--- config.mk ---
export PLATFORM = sky130hd
export DESIGN_NAME = nmea_sentence_framer_checksum
export DESIGN_NICKNAME = d
export VERILOG_FILES = /design/src/hdl/nsfc_pkg.sv /design/src/hdl/nsfc_step.sv /design/src/hdl/nmea_sentence_framer_checksum.sv
export SDC_FILE = /design/constraint.sdc
export NUM_CORES = 1
export LEC_CHECK = 0
export ABC_AREA = 1
export BUFFER_PORTS_ARGS = -buffer_cell sky130_fd_sc_hd__buf_2
export CORE_UTILIZATION = 53
export DETAILED_ROUTE_END_ITERATION = 10
export PLACE_DENSITY = 0.8
export SLEW_MARGIN = 20
export SYNTH_ARGS = -nofsm -noshare
export SYNTH_HDL_FRONTEND = slang
export SYNTH_SLANG_ARGS = --single-unit
--- constraint.sdc ---
create_clock -name clk_i -period 3.5 [get_ports clk_i]
set_input_delay 1.05 -clock clk_i [delete_from_list [all_inputs] [get_ports clk_i]]
set_output_delay 1.05 -clock clk_i [all_outputs]
set_load 0.01 [all_outputs]
--- src/hdl/nsfc_pkg.sv ---
// shared types, character codes and helpers for the nmea sentence framer
`default_nettype none

package nsfc_pkg;

  // sentence store depth in bytes
  localparam int unsigned StoreDepth = 128;
  localparam int unsigned CountW     = 8;
  localparam int unsigned IndexW     = 7;

  // character codes
  localparam logic [7:0] ChDollar = 8'h24;
  localparam logic [7:0] ChStar   = 8'h2A;
  localparam logic [7:0] ChCr     = 8'h0D;
  localparam logic [7:0] ChLf     = 8'h0A;
  localparam logic [7:0] ChSpace  = 8'h20;
  localparam logic [7:0] ChTilde  = 8'h7E;

  // full store count
  localparam logic [CountW-1:0] CountFull = CountW'(StoreDepth);

  // per-byte status reported with each result
  typedef enum logic [1:0] {
    ST_START   = 2'd0,
    ST_STORED  = 2'd1,
    ST_DONE    = 2'd2,
    ST_IGNORED = 2'd3
  } status_e;

  // checksum field tracking
  typedef enum logic [3:0] {
    PH_BEFORE = 4'b0001,
    PH_DIGITS = 4'b0010,
    PH_ENDED  = 4'b0100,
    PH_OVER   = 4'b1000
  } phase_e;

  // framer state carried from byte to byte
  typedef struct packed {
    logic [CountW-1:0] count;
    logic [7:0]        last;
    logic [7:0]        xsum;
    phase_e            phase;
    logic [7:0]        rx_sum;
    logic [1:0]        digits;
  } frame_state_t;

  // result of one byte
  typedef struct packed {
    status_e           status;
    logic [7:0]        stored_byte;
    logic [IndexW-1:0] store_index;
    logic [CountW-1:0] length;
    logic              ok;
    logic [7:0]        xsum;
  } frame_result_t;

  localparam frame_state_t StateClear = '{
    count:  '0,
    last:   '0,
    xsum:   '0,
    phase:  PH_BEFORE,
    rx_sum: '0,
    digits: '0
  };

  // hex digit decode: bit 4 flags a valid digit, bits 3:0 its value
  function automatic logic [4:0] hex_decode(input logic [7:0] b);
    logic [4:0] r;
    r = '0;
    if (b >= 8'h30 && b <= 8'h39) begin
      r = {1'b1, 4'(b - 8'h30)};
    end else if (b >= 8'h41 && b <= 8'h46) begin
      r = {1'b1, 4'(b - 8'h37)};
    end else if (b >= 8'h61 && b <= 8'h66) begin
      r = {1'b1, 4'(b - 8'h57)};
    end
    return r;
  endfunction

endpackage

`default_nettype wire

--- src/hdl/nsfc_step.sv ---
// next-state and result logic for one received byte
`default_nettype none

module nsfc_step (
  input  wire logic [7:0]            rx_byte_i,
  input  wire nsfc_pkg::frame_state_t cur_i,
  output nsfc_pkg::frame_state_t     nxt_o,
  output nsfc_pkg::frame_result_t    res_o
);
  import nsfc_pkg::*;

  logic       printable;
  logic [4:0] hex;
  logic       done;

  assign printable = (rx_byte_i >= ChSpace) && (rx_byte_i <= ChTilde);
  assign hex       = hex_decode(rx_byte_i);

  // byte classification, store and checksum tracking
  always_comb begin
    nxt_o             = cur_i;
    res_o.status      = ST_IGNORED;
    res_o.stored_byte = '0;
    res_o.store_index = '0;
    res_o.length      = '0;
    res_o.ok          = 1'b0;
    done              = 1'b0;

    priority if (rx_byte_i == ChDollar) begin
      nxt_o             = StateClear;
      nxt_o.count       = CountW'(1);
      nxt_o.last        = rx_byte_i;
      res_o.status      = ST_START;
      res_o.stored_byte = rx_byte_i;
    end else if ((printable && cur_i.count != '0) || rx_byte_i == ChCr) begin
      if (cur_i.count < CountFull) begin
        res_o.status      = ST_STORED;
        res_o.stored_byte = rx_byte_i;
        res_o.store_index = cur_i.count[IndexW-1:0];
        nxt_o.count       = cur_i.count + CountW'(1);
        nxt_o.last        = rx_byte_i;
        // checksum field tracking, only inside an open sentence
        if (cur_i.count != '0) begin
          if (rx_byte_i == ChCr) begin
            if (cur_i.phase == PH_DIGITS) nxt_o.phase = PH_ENDED;
          end else if (cur_i.phase == PH_BEFORE) begin
            if (rx_byte_i == ChStar) nxt_o.phase = PH_DIGITS;
            else nxt_o.xsum = cur_i.xsum ^ rx_byte_i;
          end else if (cur_i.phase == PH_DIGITS) begin
            if (!hex[4]) begin
              nxt_o.phase = PH_ENDED;
            end else if (cur_i.digits < 2'd2) begin
              nxt_o.rx_sum = {cur_i.rx_sum[3:0], hex[3:0]};
              nxt_o.digits = cur_i.digits + 2'd1;
            end else begin
              nxt_o.phase = PH_OVER;
            end
          end
        end
      end
    end else if (rx_byte_i == ChLf && cur_i.count > CountW'(1) && cur_i.last == ChCr) begin
      done         = 1'b1;
      res_o.status = ST_DONE;
      res_o.length = cur_i.count - CountW'(1);
      res_o.ok     = (cur_i.phase == PH_DIGITS || cur_i.phase == PH_ENDED) &&
                     (cur_i.digits != 2'd0) && (cur_i.rx_sum == cur_i.xsum);
      nxt_o        = StateClear;
    end else begin
      // ignored byte, state and result keep their defaults
    end

    // running xor after this byte, final value on completion
    res_o.xsum = done ? cur_i.xsum : nxt_o.xsum;
  end

endmodule

`default_nettype wire

--- src/hdl/nmea_sentence_framer_checksum.sv ---
// top level of the nmea sentence framer with xor checksum check
// path: accepted byte in the input register, step logic, then result register
// throughput: one byte per cycle unless the output stalls, one result per byte,
//   set by the single register-to-register step of the framer state
// reset: rst_ni clears the framer state and both stage valids, no sentence open
`default_nettype none

module nmea_sentence_framer_checksum (
  input  wire logic       clk_i,
  input  wire logic       rst_ni,
  input  wire logic       in_valid_i,
  output logic            in_stall_o,
  input  wire logic [7:0] rx_byte_i,
  output logic            out_valid_o,
  input  wire logic       out_stall_i,
  output logic [1:0]      status_o,
  output logic [7:0]      stored_byte_o,
  output logic [6:0]      store_index_o,
  output logic [7:0]      sentence_length_o,
  output logic            checksum_ok_o,
  output logic [7:0]      computed_checksum_o
);
  import nsfc_pkg::*;

  logic          in_valid_q;
  logic [7:0]    byte_q;
  frame_state_t  state_q, state_d;
  frame_result_t res_d, res_q;
  logic          out_valid_q;
  logic          out_ready;
  logic          advance;

  // stage handshake
  assign out_ready  = !out_valid_q || !out_stall_i;
  assign advance    = in_valid_q && out_ready;
  assign in_stall_o = in_valid_q && !out_ready;

  // input register
  always_ff @(posedge clk_i or negedge rst_ni) begin
    if (!rst_ni) begin
      in_valid_q <= 1'b0;
    end else if (!in_stall_o) begin
      in_valid_q <= in_valid_i;
    end
  end

  always_ff @(posedge clk_i) begin
    if (in_valid_i && !in_stall_o) byte_q <= rx_byte_i;
  end

  // per-byte framing logic
  nsfc_step u_step (
    .rx_byte_i (byte_q),
    .cur_i     (state_q),
    .nxt_o     (state_d),
    .res_o     (res_d)
  );

  // framer state
  always_ff @(posedge clk_i or negedge rst_ni) begin
    if (!rst_ni) begin
      state_q <= StateClear;
    end else if (advance) begin
      state_q <= state_d;
    end
  end

  // result register
  always_ff @(posedge clk_i or negedge rst_ni) begin
    if (!rst_ni) begin
      out_valid_q <= 1'b0;
    end else if (out_ready) begin
      out_valid_q <= in_valid_q;
    end
  end

  always_ff @(posedge clk_i) begin
    if (advance) res_q <= res_d;
  end

  assign out_valid_o         = out_valid_q;
  assign status_o            = res_q.status;
  assign stored_byte_o       = res_q.stored_byte;
  assign store_index_o       = res_q.store_index;
  assign sentence_length_o   = res_q.length;
  assign checksum_ok_o       = res_q.ok;
  assign computed_checksum_o = res_q.xsum;

`ifndef SYNTHESIS
  // a completed sentence leaves no sentence open
  a_done_clears: assert property (@(posedge clk_i) disable iff (!rst_ni)
    advance && res_d.status == ST_DONE |=> state_q.count == '0)
    else $error("state not cleared after sentence completion");

  // the store never goes past its depth
  a_count_bound: assert property (@(posedge clk_i) disable iff (!rst_ni)
    state_q.count <= CountFull)
    else $error("store count beyond depth");

  // input side only stalls while holding a byte
  a_stall_held: assert property (@(posedge clk_i) disable iff (!rst_ni)
    in_stall_o |-> in_valid_q)
    else $error("stall without held byte");

  // a sentence start always reports the dollar at index zero
  a_start_fmt: assert property (@(posedge clk_i) disable iff (!rst_ni)
    out_valid_o && status_o == ST_START |->
      stored_byte_o == ChDollar && store_index_o == '0)
    else $error("malformed sentence start result");
`endif

endmodule

`default_nettype wire

# [After elaboration in Yosys (flattened, before gate mapping)]
# Cells that the tools add are included.
# Widths: inputs -> output; s select.
[classes] addsub=6 order_cmp=11 n_eq_ne=20 mux=31 n_bitwise=4 reduce_logical=27
[op_table] op="$mux 38" count=4
[op_table] op="$mux 10" count=4
[op_table] op="$mux 8" count=5
[op_table] op="$eq 8x4->1 const B" count=3
[op_table] op="$le 8x7->1 const B" count=3
[op_table] op="$mux 4" count=6
[op_table] op="$mux 22" count=1
[op_table] op="$mux 17" count=1
[op_table] op="$eq 8x6->1 const B" count=2
[op_table] op="$ge 8x6->1 const B" count=2
[op_table] op="$ge 8x7->1 const B" count=2
[op_table] op="$mux 15" count=1
[op_table] op="$mux 5" count=3
[op_table] op="$ne 3x2->1 const B" count=5
[op_table] op="$mux 14" count=1
[op_table] op="$logic_and 1x1->1" count=12
[op_table] op="$reduce_and 9->1" count=1
[op_table] op="$add 8x1->8 const B" count=1
[op_table] op="$eq 8x8->1" count=1
[op_table] op="$gt 8x1->1 const B" count=1
[op_table] op="$le 8x6->1 const B" count=1
[op_table] op="$lt 8x8->1 const B" count=1
[op_table] op="$ne 4x3->1 const B" count=2
[op_table] op="$reduce_and 8->1" count=1
[op_table] op="22 further kinds" count=35
[word_totals] ff_bits=82 inputBits=12 output_inout_bits=36 elab_cells=114

# [Depth between registers and ports, before layout]
[logic_depth] word_depth=15 depth_mapped=14 depth_no_buf=14

# [By module]
# Synthesis repeated with hierarchy kept, for this count alone.
[hier_totals] hier_cells=611 hier_area_um2=4901.0
[by_module_without_submodules] module="nmea_sentence_framer_checksum" instances=1 cells_each=218 area_per_inst_um2=2851.5 seq_area_each_um2=2263.4
[by_module_without_submodules] module="nsfc_step" instances=1 cells_each=393 area_per_inst_um2=2049.5 seq_area_each_um2=0.0

# [Worst setup path before layout]
# No wires, ideal clock.
[synth_timing] path_kind="input -> register" startpoint="in out_stall_i" endpoint="reg state_q[16] in the netlist's numbering" setup_ns=0.095 t_arrival_ns=3.977 required_time_ns=3.405 setup_slack_ns=-0.572 cell_stages=5 n_path_buf=0 path_cell_list="nand2_1 inv_1 nor2_1 clkinv_1 o21ai_0"
[synth_via] elab_chain_len=3
[synth_rtl] element="start: declaration" line="nmea_sentence_framer_checksum.sv:15" text="input wire logic out_stall_i,"
[synth_rtl] element="$logic_not 1->1" line="nmea_sentence_framer_checksum.sv:34" text="assign out_ready = !out_valid_q || !out_stall_i;"
[synth_rtl] element="$logic_or 1x1->1" line="nmea_sentence_framer_checksum.sv:34"
[synth_rtl] element="$logic_and 1x1->1" line="nmea_sentence_framer_checksum.sv:35" text="assign advance = in_valid_q && out_ready;"
[synth_rtl] element="named net advance" line="nmea_sentence_framer_checksum.sv:31" text="logic advance;"
[synth_rtl] element="end signal: assignment" line="nmea_sentence_framer_checksum.sv:62" text="state_q <= StateClear;"
[synth_rtl] element="end signal: assignment" line="nmea_sentence_framer_checksum.sv:64" text="state_q <= state_d;"
[synth_rtl] element="end: declaration" line="nmea_sentence_framer_checksum.sv:27" text="frame_state_t state_q, state_d;"
# The timed path passes the listed nets, and every way through them passes these cells.
# A chain may end at the register's enable or synchronous reset.

# [Worst setup path in the final report]
[layout_timing] startpoint="reg byte_q[0]" endpoint="reg state_q[5] in the netlist's numbering"
[layout_via] elab_chain_len=14 word_cells_on_any_way=43 classes_between="add/sub: 3; order compare: 8; eq/ne: 10; mux: 12; reduce/logical: 10"
[layout_rtl] element="start: declaration" line="nmea_sentence_framer_checksum.sv:26" text="logic [7:0] byte_q;"
[layout_rtl] element="start signal: assignment" line="nmea_sentence_framer_checksum.sv:48" text="if (in_valid_i && !in_stall_o) byte_q <= rx_byte_i;"
[layout_rtl] element="$ge 8x7->1 / $le 8x7->1 (equally long branches)" line="nsfc_pkg.sv:75" text="end else if (b >= 8'h61 && b <= 8'h66) begin"
[layout_rtl] element="$logic_and 1x1->1" line="nsfc_pkg.sv:75"
[layout_rtl] element="$mux 5" line="nsfc_pkg.sv:75"
[layout_rtl] element="$mux 5" line="nsfc_pkg.sv:73" text="end else if (b >= 8'h41 && b <= 8'h46) begin"
[layout_rtl] element="$mux 5" line="nsfc_pkg.sv:71" text="if (b >= 8'h30 && b <= 8'h39) begin"
[layout_rtl] element="$mux 10" line="nsfc_step.sv:52" text="end else if (cur_i.digits < 2'd2) begin"
[layout_rtl] element="$mux 10" line="nsfc_step.sv:50" text="if (!hex[4]) begin"
[layout_rtl] element="$mux 14" line="nsfc_step.sv:49" text="end else if (cur_i.phase == PH_DIGITS) begin"
[layout_rtl] element="$mux 10" line="nsfc_step.sv:46" text="end else if (cur_i.phase == PH_BEFORE) begin"
[layout_rtl] element="$mux 10" line="nsfc_step.sv:44" text="if (rx_byte_i == ChCr) begin"
[layout_rtl] element="$mux 22" line="nsfc_step.sv:43" text="if (cur_i.count != '0) begin"
[layout_rtl] element="$mux 38" line="nsfc_step.sv:36" text="if (cur_i.count < CountFull) begin"
[layout_rtl] element="$mux 38" line="nsfc_step.sv:35" text="end else if ((printable && cur_i.count != '0) || rx_byte_i == ChCr) begin"
[layout_rtl] element="$mux 38" line="nsfc_step.sv:29" text="priority if (rx_byte_i == ChDollar) begin"
# Parallel ways exist; a longest one is shown, timed or not. The select of a mux whose other input is x is not followed.

==> out/qor.csv <==
stage,metric,value,unit
floorplan,overall die width,92.8,um
synthesis,sequential area share after synthesis,51.8,%
synthesis,dominant register cell in the synthesized netlist,edfxtp_1,
clock_tree,TritonCTS Buffers,9,
setup_path,count of buffering cells on the critical path with inverters included,5,
setup_path,family with the most delay on the worst path,simple AND/OR/NAND/NOR gates,
synthesis,number of synthesized flops with an enable pin,42,
drt,per-cell via count in the routed design,5.36,
sta,final-layout setup total negative slack,0,ns
placement,post-detail-place hpwl,7.00,mm
drt,DRC violations left,0,
drt,count of nets left with antenna violations after detail routing,0,
clock_tree,source-to-sink clock delay at the later pin of the worst-skew pair,0.36,ns
worst_hold_path,min-delay src,state_q[26],
global_routing,number of global-route vias before repair,3249,
setup_path,critical path cell sequence,"inv_1, ha_1, inv_1, nor3_4, inv_2, nand2_1, inv_2, nand2_4, nand2_4, inv_4, nand2_4, nand2_1, nand2_1",
clock_tree,CTS Hold Bufs,0,
setup_path,kind of end point of the critical path,flip-flop,
synthesis,summed instance area of the synthesized netlist,4370,sq um
sta,final clock period utilization by the worst path,74.6,%
drt,"wirelength, routed",9.57,mm
setup_path,"logic depth of the worst path, buffers included",13,
floorplan,std cell rows,32,
clock_tree,clock sink count,82,
placement,final weighted congestion in routability-driven placement,0.997,
synthesis,mean post-synth cell area,8.88,sq um
sta,max-slew headroom at the worst pin,40.9,%
pwr,cell internal power dissipation,1.96,mW
pwr,post-route total power,3.14,mW
floorplan,I/O pin count,48,
global_routing,overflow left after global routing,0,
clock_tree,clock tree from TritonCTS,done,
drt,per-cell routed wire length,14.8,um
sta,maximum operating frequency,0.383,GHz
sta,Hold Fails Final Rpt,0,
run_status,run status,"complete, no violations",
finish,"top library cells by usage in the layout, fill and taps aside","nand2_1 (124), nor2_1 (57), inv_1 (50)",
pwr,share of total power in the clock network,23.0,%
drt,first-pass detailed-route iteration total,5,
pwr,worst vdd ir,0.312,mV
floorplan,full die area,8610,sq um
setup_path,maximum cell stage delay along the critical path,0.49,ns
sta,min cycle time layout,2.61,ns
setup_path,"Max stage delay cell, worst path",edfxtp_1,
synthesis,number of cells produced by synthesis,492,
synthesis,unique cell type count in the Yosys netlist,41,
pwr,switching share of power,37.6,%
worst_hold_path,type of the tightest min-delay check,reg -> reg,
pwr,Comb power frac,33.2,%
setup_path,worst reg2reg path startpoint,byte_q[0],
setup_path,critical path required time,3.75,ns
sta,number of failing setup endpoints in the final timing report,0,
sta,setup repair after global routing missed its margin,false,
global_routing,Total GRT Usage,24.1,%
setup_path,cell count of the worst reg-to-reg path,13,
clock_tree,deepest level of the CTS H-tree,3,
finish,number of nets in the finished design,562,
floorplan,Die H,92.8,um
clock_tree,maximum number of buffers from clock root to sink,2,
setup_path,Worst Setup EP,state_q[5],
job,number of max-cap violations,0,
pwr,sequential share of power,43.8,%
pwr,leakage power,2.26,nW
clock_tree,quantity of gates resized following cts,0,
pwr,Switch Pwr,1.18,mW
placement,Port Buffer Count,47,
floorplan,effective utilization at floorplan,55.6,%
setup_path,critical path type,reg -> reg,
synthesis,YS warnings,0,
setup_path,reg-to-reg endpoint,state_q[5],
floorplan,area inside the core boundary,7850,sq um
setup_path,CP startpoint,byte_q[0],
finish,number of antenna cells inserted,0,
synthesis,"Net Count, Synth",514,
global_routing,pin count of the biggest net entering global routing,41,
global_routing,wire length of the first global-routing pass,15.6,mm
finish,Synth-to-Final Area Change,11.1,%
sta,Final Skew,0.00893,ns
setup_path,worst-path maximum fanout,23,
sta,worst-margin pin slew,0.887,ns
drt,initial DRC count,250,
sta,final number of max-transition violations,0,
clock_tree,root buffer cell,clkbuf_8,
finish,proportion of layout cells with a drive suffix above 1,19.1,%
synthesis,share of flip-flops with an asynchronous set or reset after synthesis,48.8,%
setup_path,arrival time of the worst setup path,2.86,ns
clock_tree,postcts setup bufs,0,
global_routing,number of antenna violations at the first check in global routing,0,
synthesis,flop and latch count out of synthesis,82,
setup_path,critical path launch point type,flip-flop,
setup_path,setup slack on the worst flop-to-flop path,0.89,ns
clock_tree,clock slew at reported path FFs,0.07,ns
finish,"most common cell after layout, fill and taps aside",nand2_1,
drt,DR vias,3465,
pwr,power per cell area,648,nW/um^2
==> cell type report <==
type | count | area, sq um
Clock buffer | 12 | 135
Clock inverter | 4 | 68.8
Tap cell | 102 | 128
Timing Repair Buffer | 49 | 250
Sequential cell | 82 | 2260
Inverter | 63 | 241
Fill cell | 676 | 3000
Multi-Input combinational cell | 335 | 1770
==> worst min path at each step <==
stage / to / slack (ns) / cells after the start
detailed placement: state_q[26] / 0.47 / 2
finish: state_q[26] / 0.48 / 2
global placement: state_q[1] / 0.46 / 2
global route: state_q[24] / 0.52 / 2
floorplan: state_q[1] / 0.44 / 2
CTS: state_q[2] / 0.49 / 2
==> worst reg2reg max path, cell delays in order (launching register included) <==
cell	delay, ns
edfxtp_1	0.49
inv_1	0.24
ha_1	0.18
inv_1	0.06
nor3_4	0.34
inv_2	0.24
nand2_1	0.14
inv_2	0.06
nand2_4	0.08
nand2_4	0.13
inv_4	0.27
nand2_4	0.14
nand2_1	0.09
nand2_1	0.05
==> kinds of logic (layout without fill, tap and decap cells) <==
kind of cell,after synthesis,count (layout),synth area share [%]
other,1,1,0.0859
DFF,82,82,51.8
buffers and inverters,75,128,7.91
and+or+nand+nor,268,268,29.0
xor gates and xnor gates,8,8,1.60
adders and majority gates,10,10,2.87
AOI/OAI and AO/OA,48,48,6.71
==> cells in the mapped netlist (2+ instances only) <==
cell type / number / share of area [%]
inv_1: 50 / 4.3
o21ai_0: 22 / 2.5
nor3_1: 9 / 1.0
inv_4: 2 / 0.29
buf_4: 4 / 0.69
o21ai_2: 7 / 1.4
dfrtp_1: 39 / 22
o21ai_1: 2 / 0.23
nand3_2: 3 / 0.69
ha_1: 10 / 2.9
nor2_2: 7 / 1.0
nand2_2: 2 / 0.29
nand3_1: 29 / 3.3
nand3b_1: 3 / 0.52
nand4_1: 20 / 2.9
nand2_4: 5 / 1.3
buf_6: 4 / 1.0
inv_2: 8 / 0.69
nand2_1: 124 / 11
nor2_1: 58 / 5.0
o21bai_1: 4 / 0.69
edfxtp_1: 42 / 29
buf_2: 2 / 0.23
o22ai_1: 2 / 0.29
nand3_4: 2 / 0.80
or2_2: 2 / 0.29
clkinv_1: 3 / 0.26
a21oi_1: 7 / 0.80
xor2_1: 8 / 1.6
==> sequential cells by signal (all words and copies together), names as in the netlist, 2 cells and up <==
name	cells
byte_q	8
computed_checksum_o	8
sentence_length_o	8
state_q	38
status_o	2
store_index_o	7
stored_byte_o	8
==> stage by stage <==
stage / hold WS, ns / std cells / cell area [sq um] / worst slack (ns) / util [%]
6_report: 0.483 / 647 / 4850 / 0.890 / 61.8
3_5_place_dp: 0.466 / 631 / 4650 / 0.953 / 59.2
5_1_grt: 0.519 / 647 / 4850 / 0.621 / 61.8
3_3_place_gp: 0.457 / 631 / 4650 / 1.01 / 59.2
4_1_cts: 0.486 / 647 / 4850 / 0.933 / 61.8
2_1_floorplan: 0.442 / 492 / 4370 / 0.357 / -
==> routing by layer <==
layer  vias to the layer above  GRT usage (%)  part of all wire (%)
met4                         0           12.3                   3.2
met1                      1583           31.0                    42
met5                         -              0                     0
met2                       146           38.4                    48
li1                       1710              -                     -
met3                        26           5.09                   6.6
==> power groups by stage <==
stage / logic, mW / registers [mW] / clock network [mW]
floorplan: 0.790 / 1.37 / 0
global placement: 1.01 / 1.39 / 0
detailed placement: 1.03 / 1.39 / 0
CTS: 1.04 / 1.37 / 0.736
global route: 1.17 / 1.40 / 0.774
finish: 1.04 / 1.38 / 0.723
Note: power is estimated with default switching activity, not from simulation.
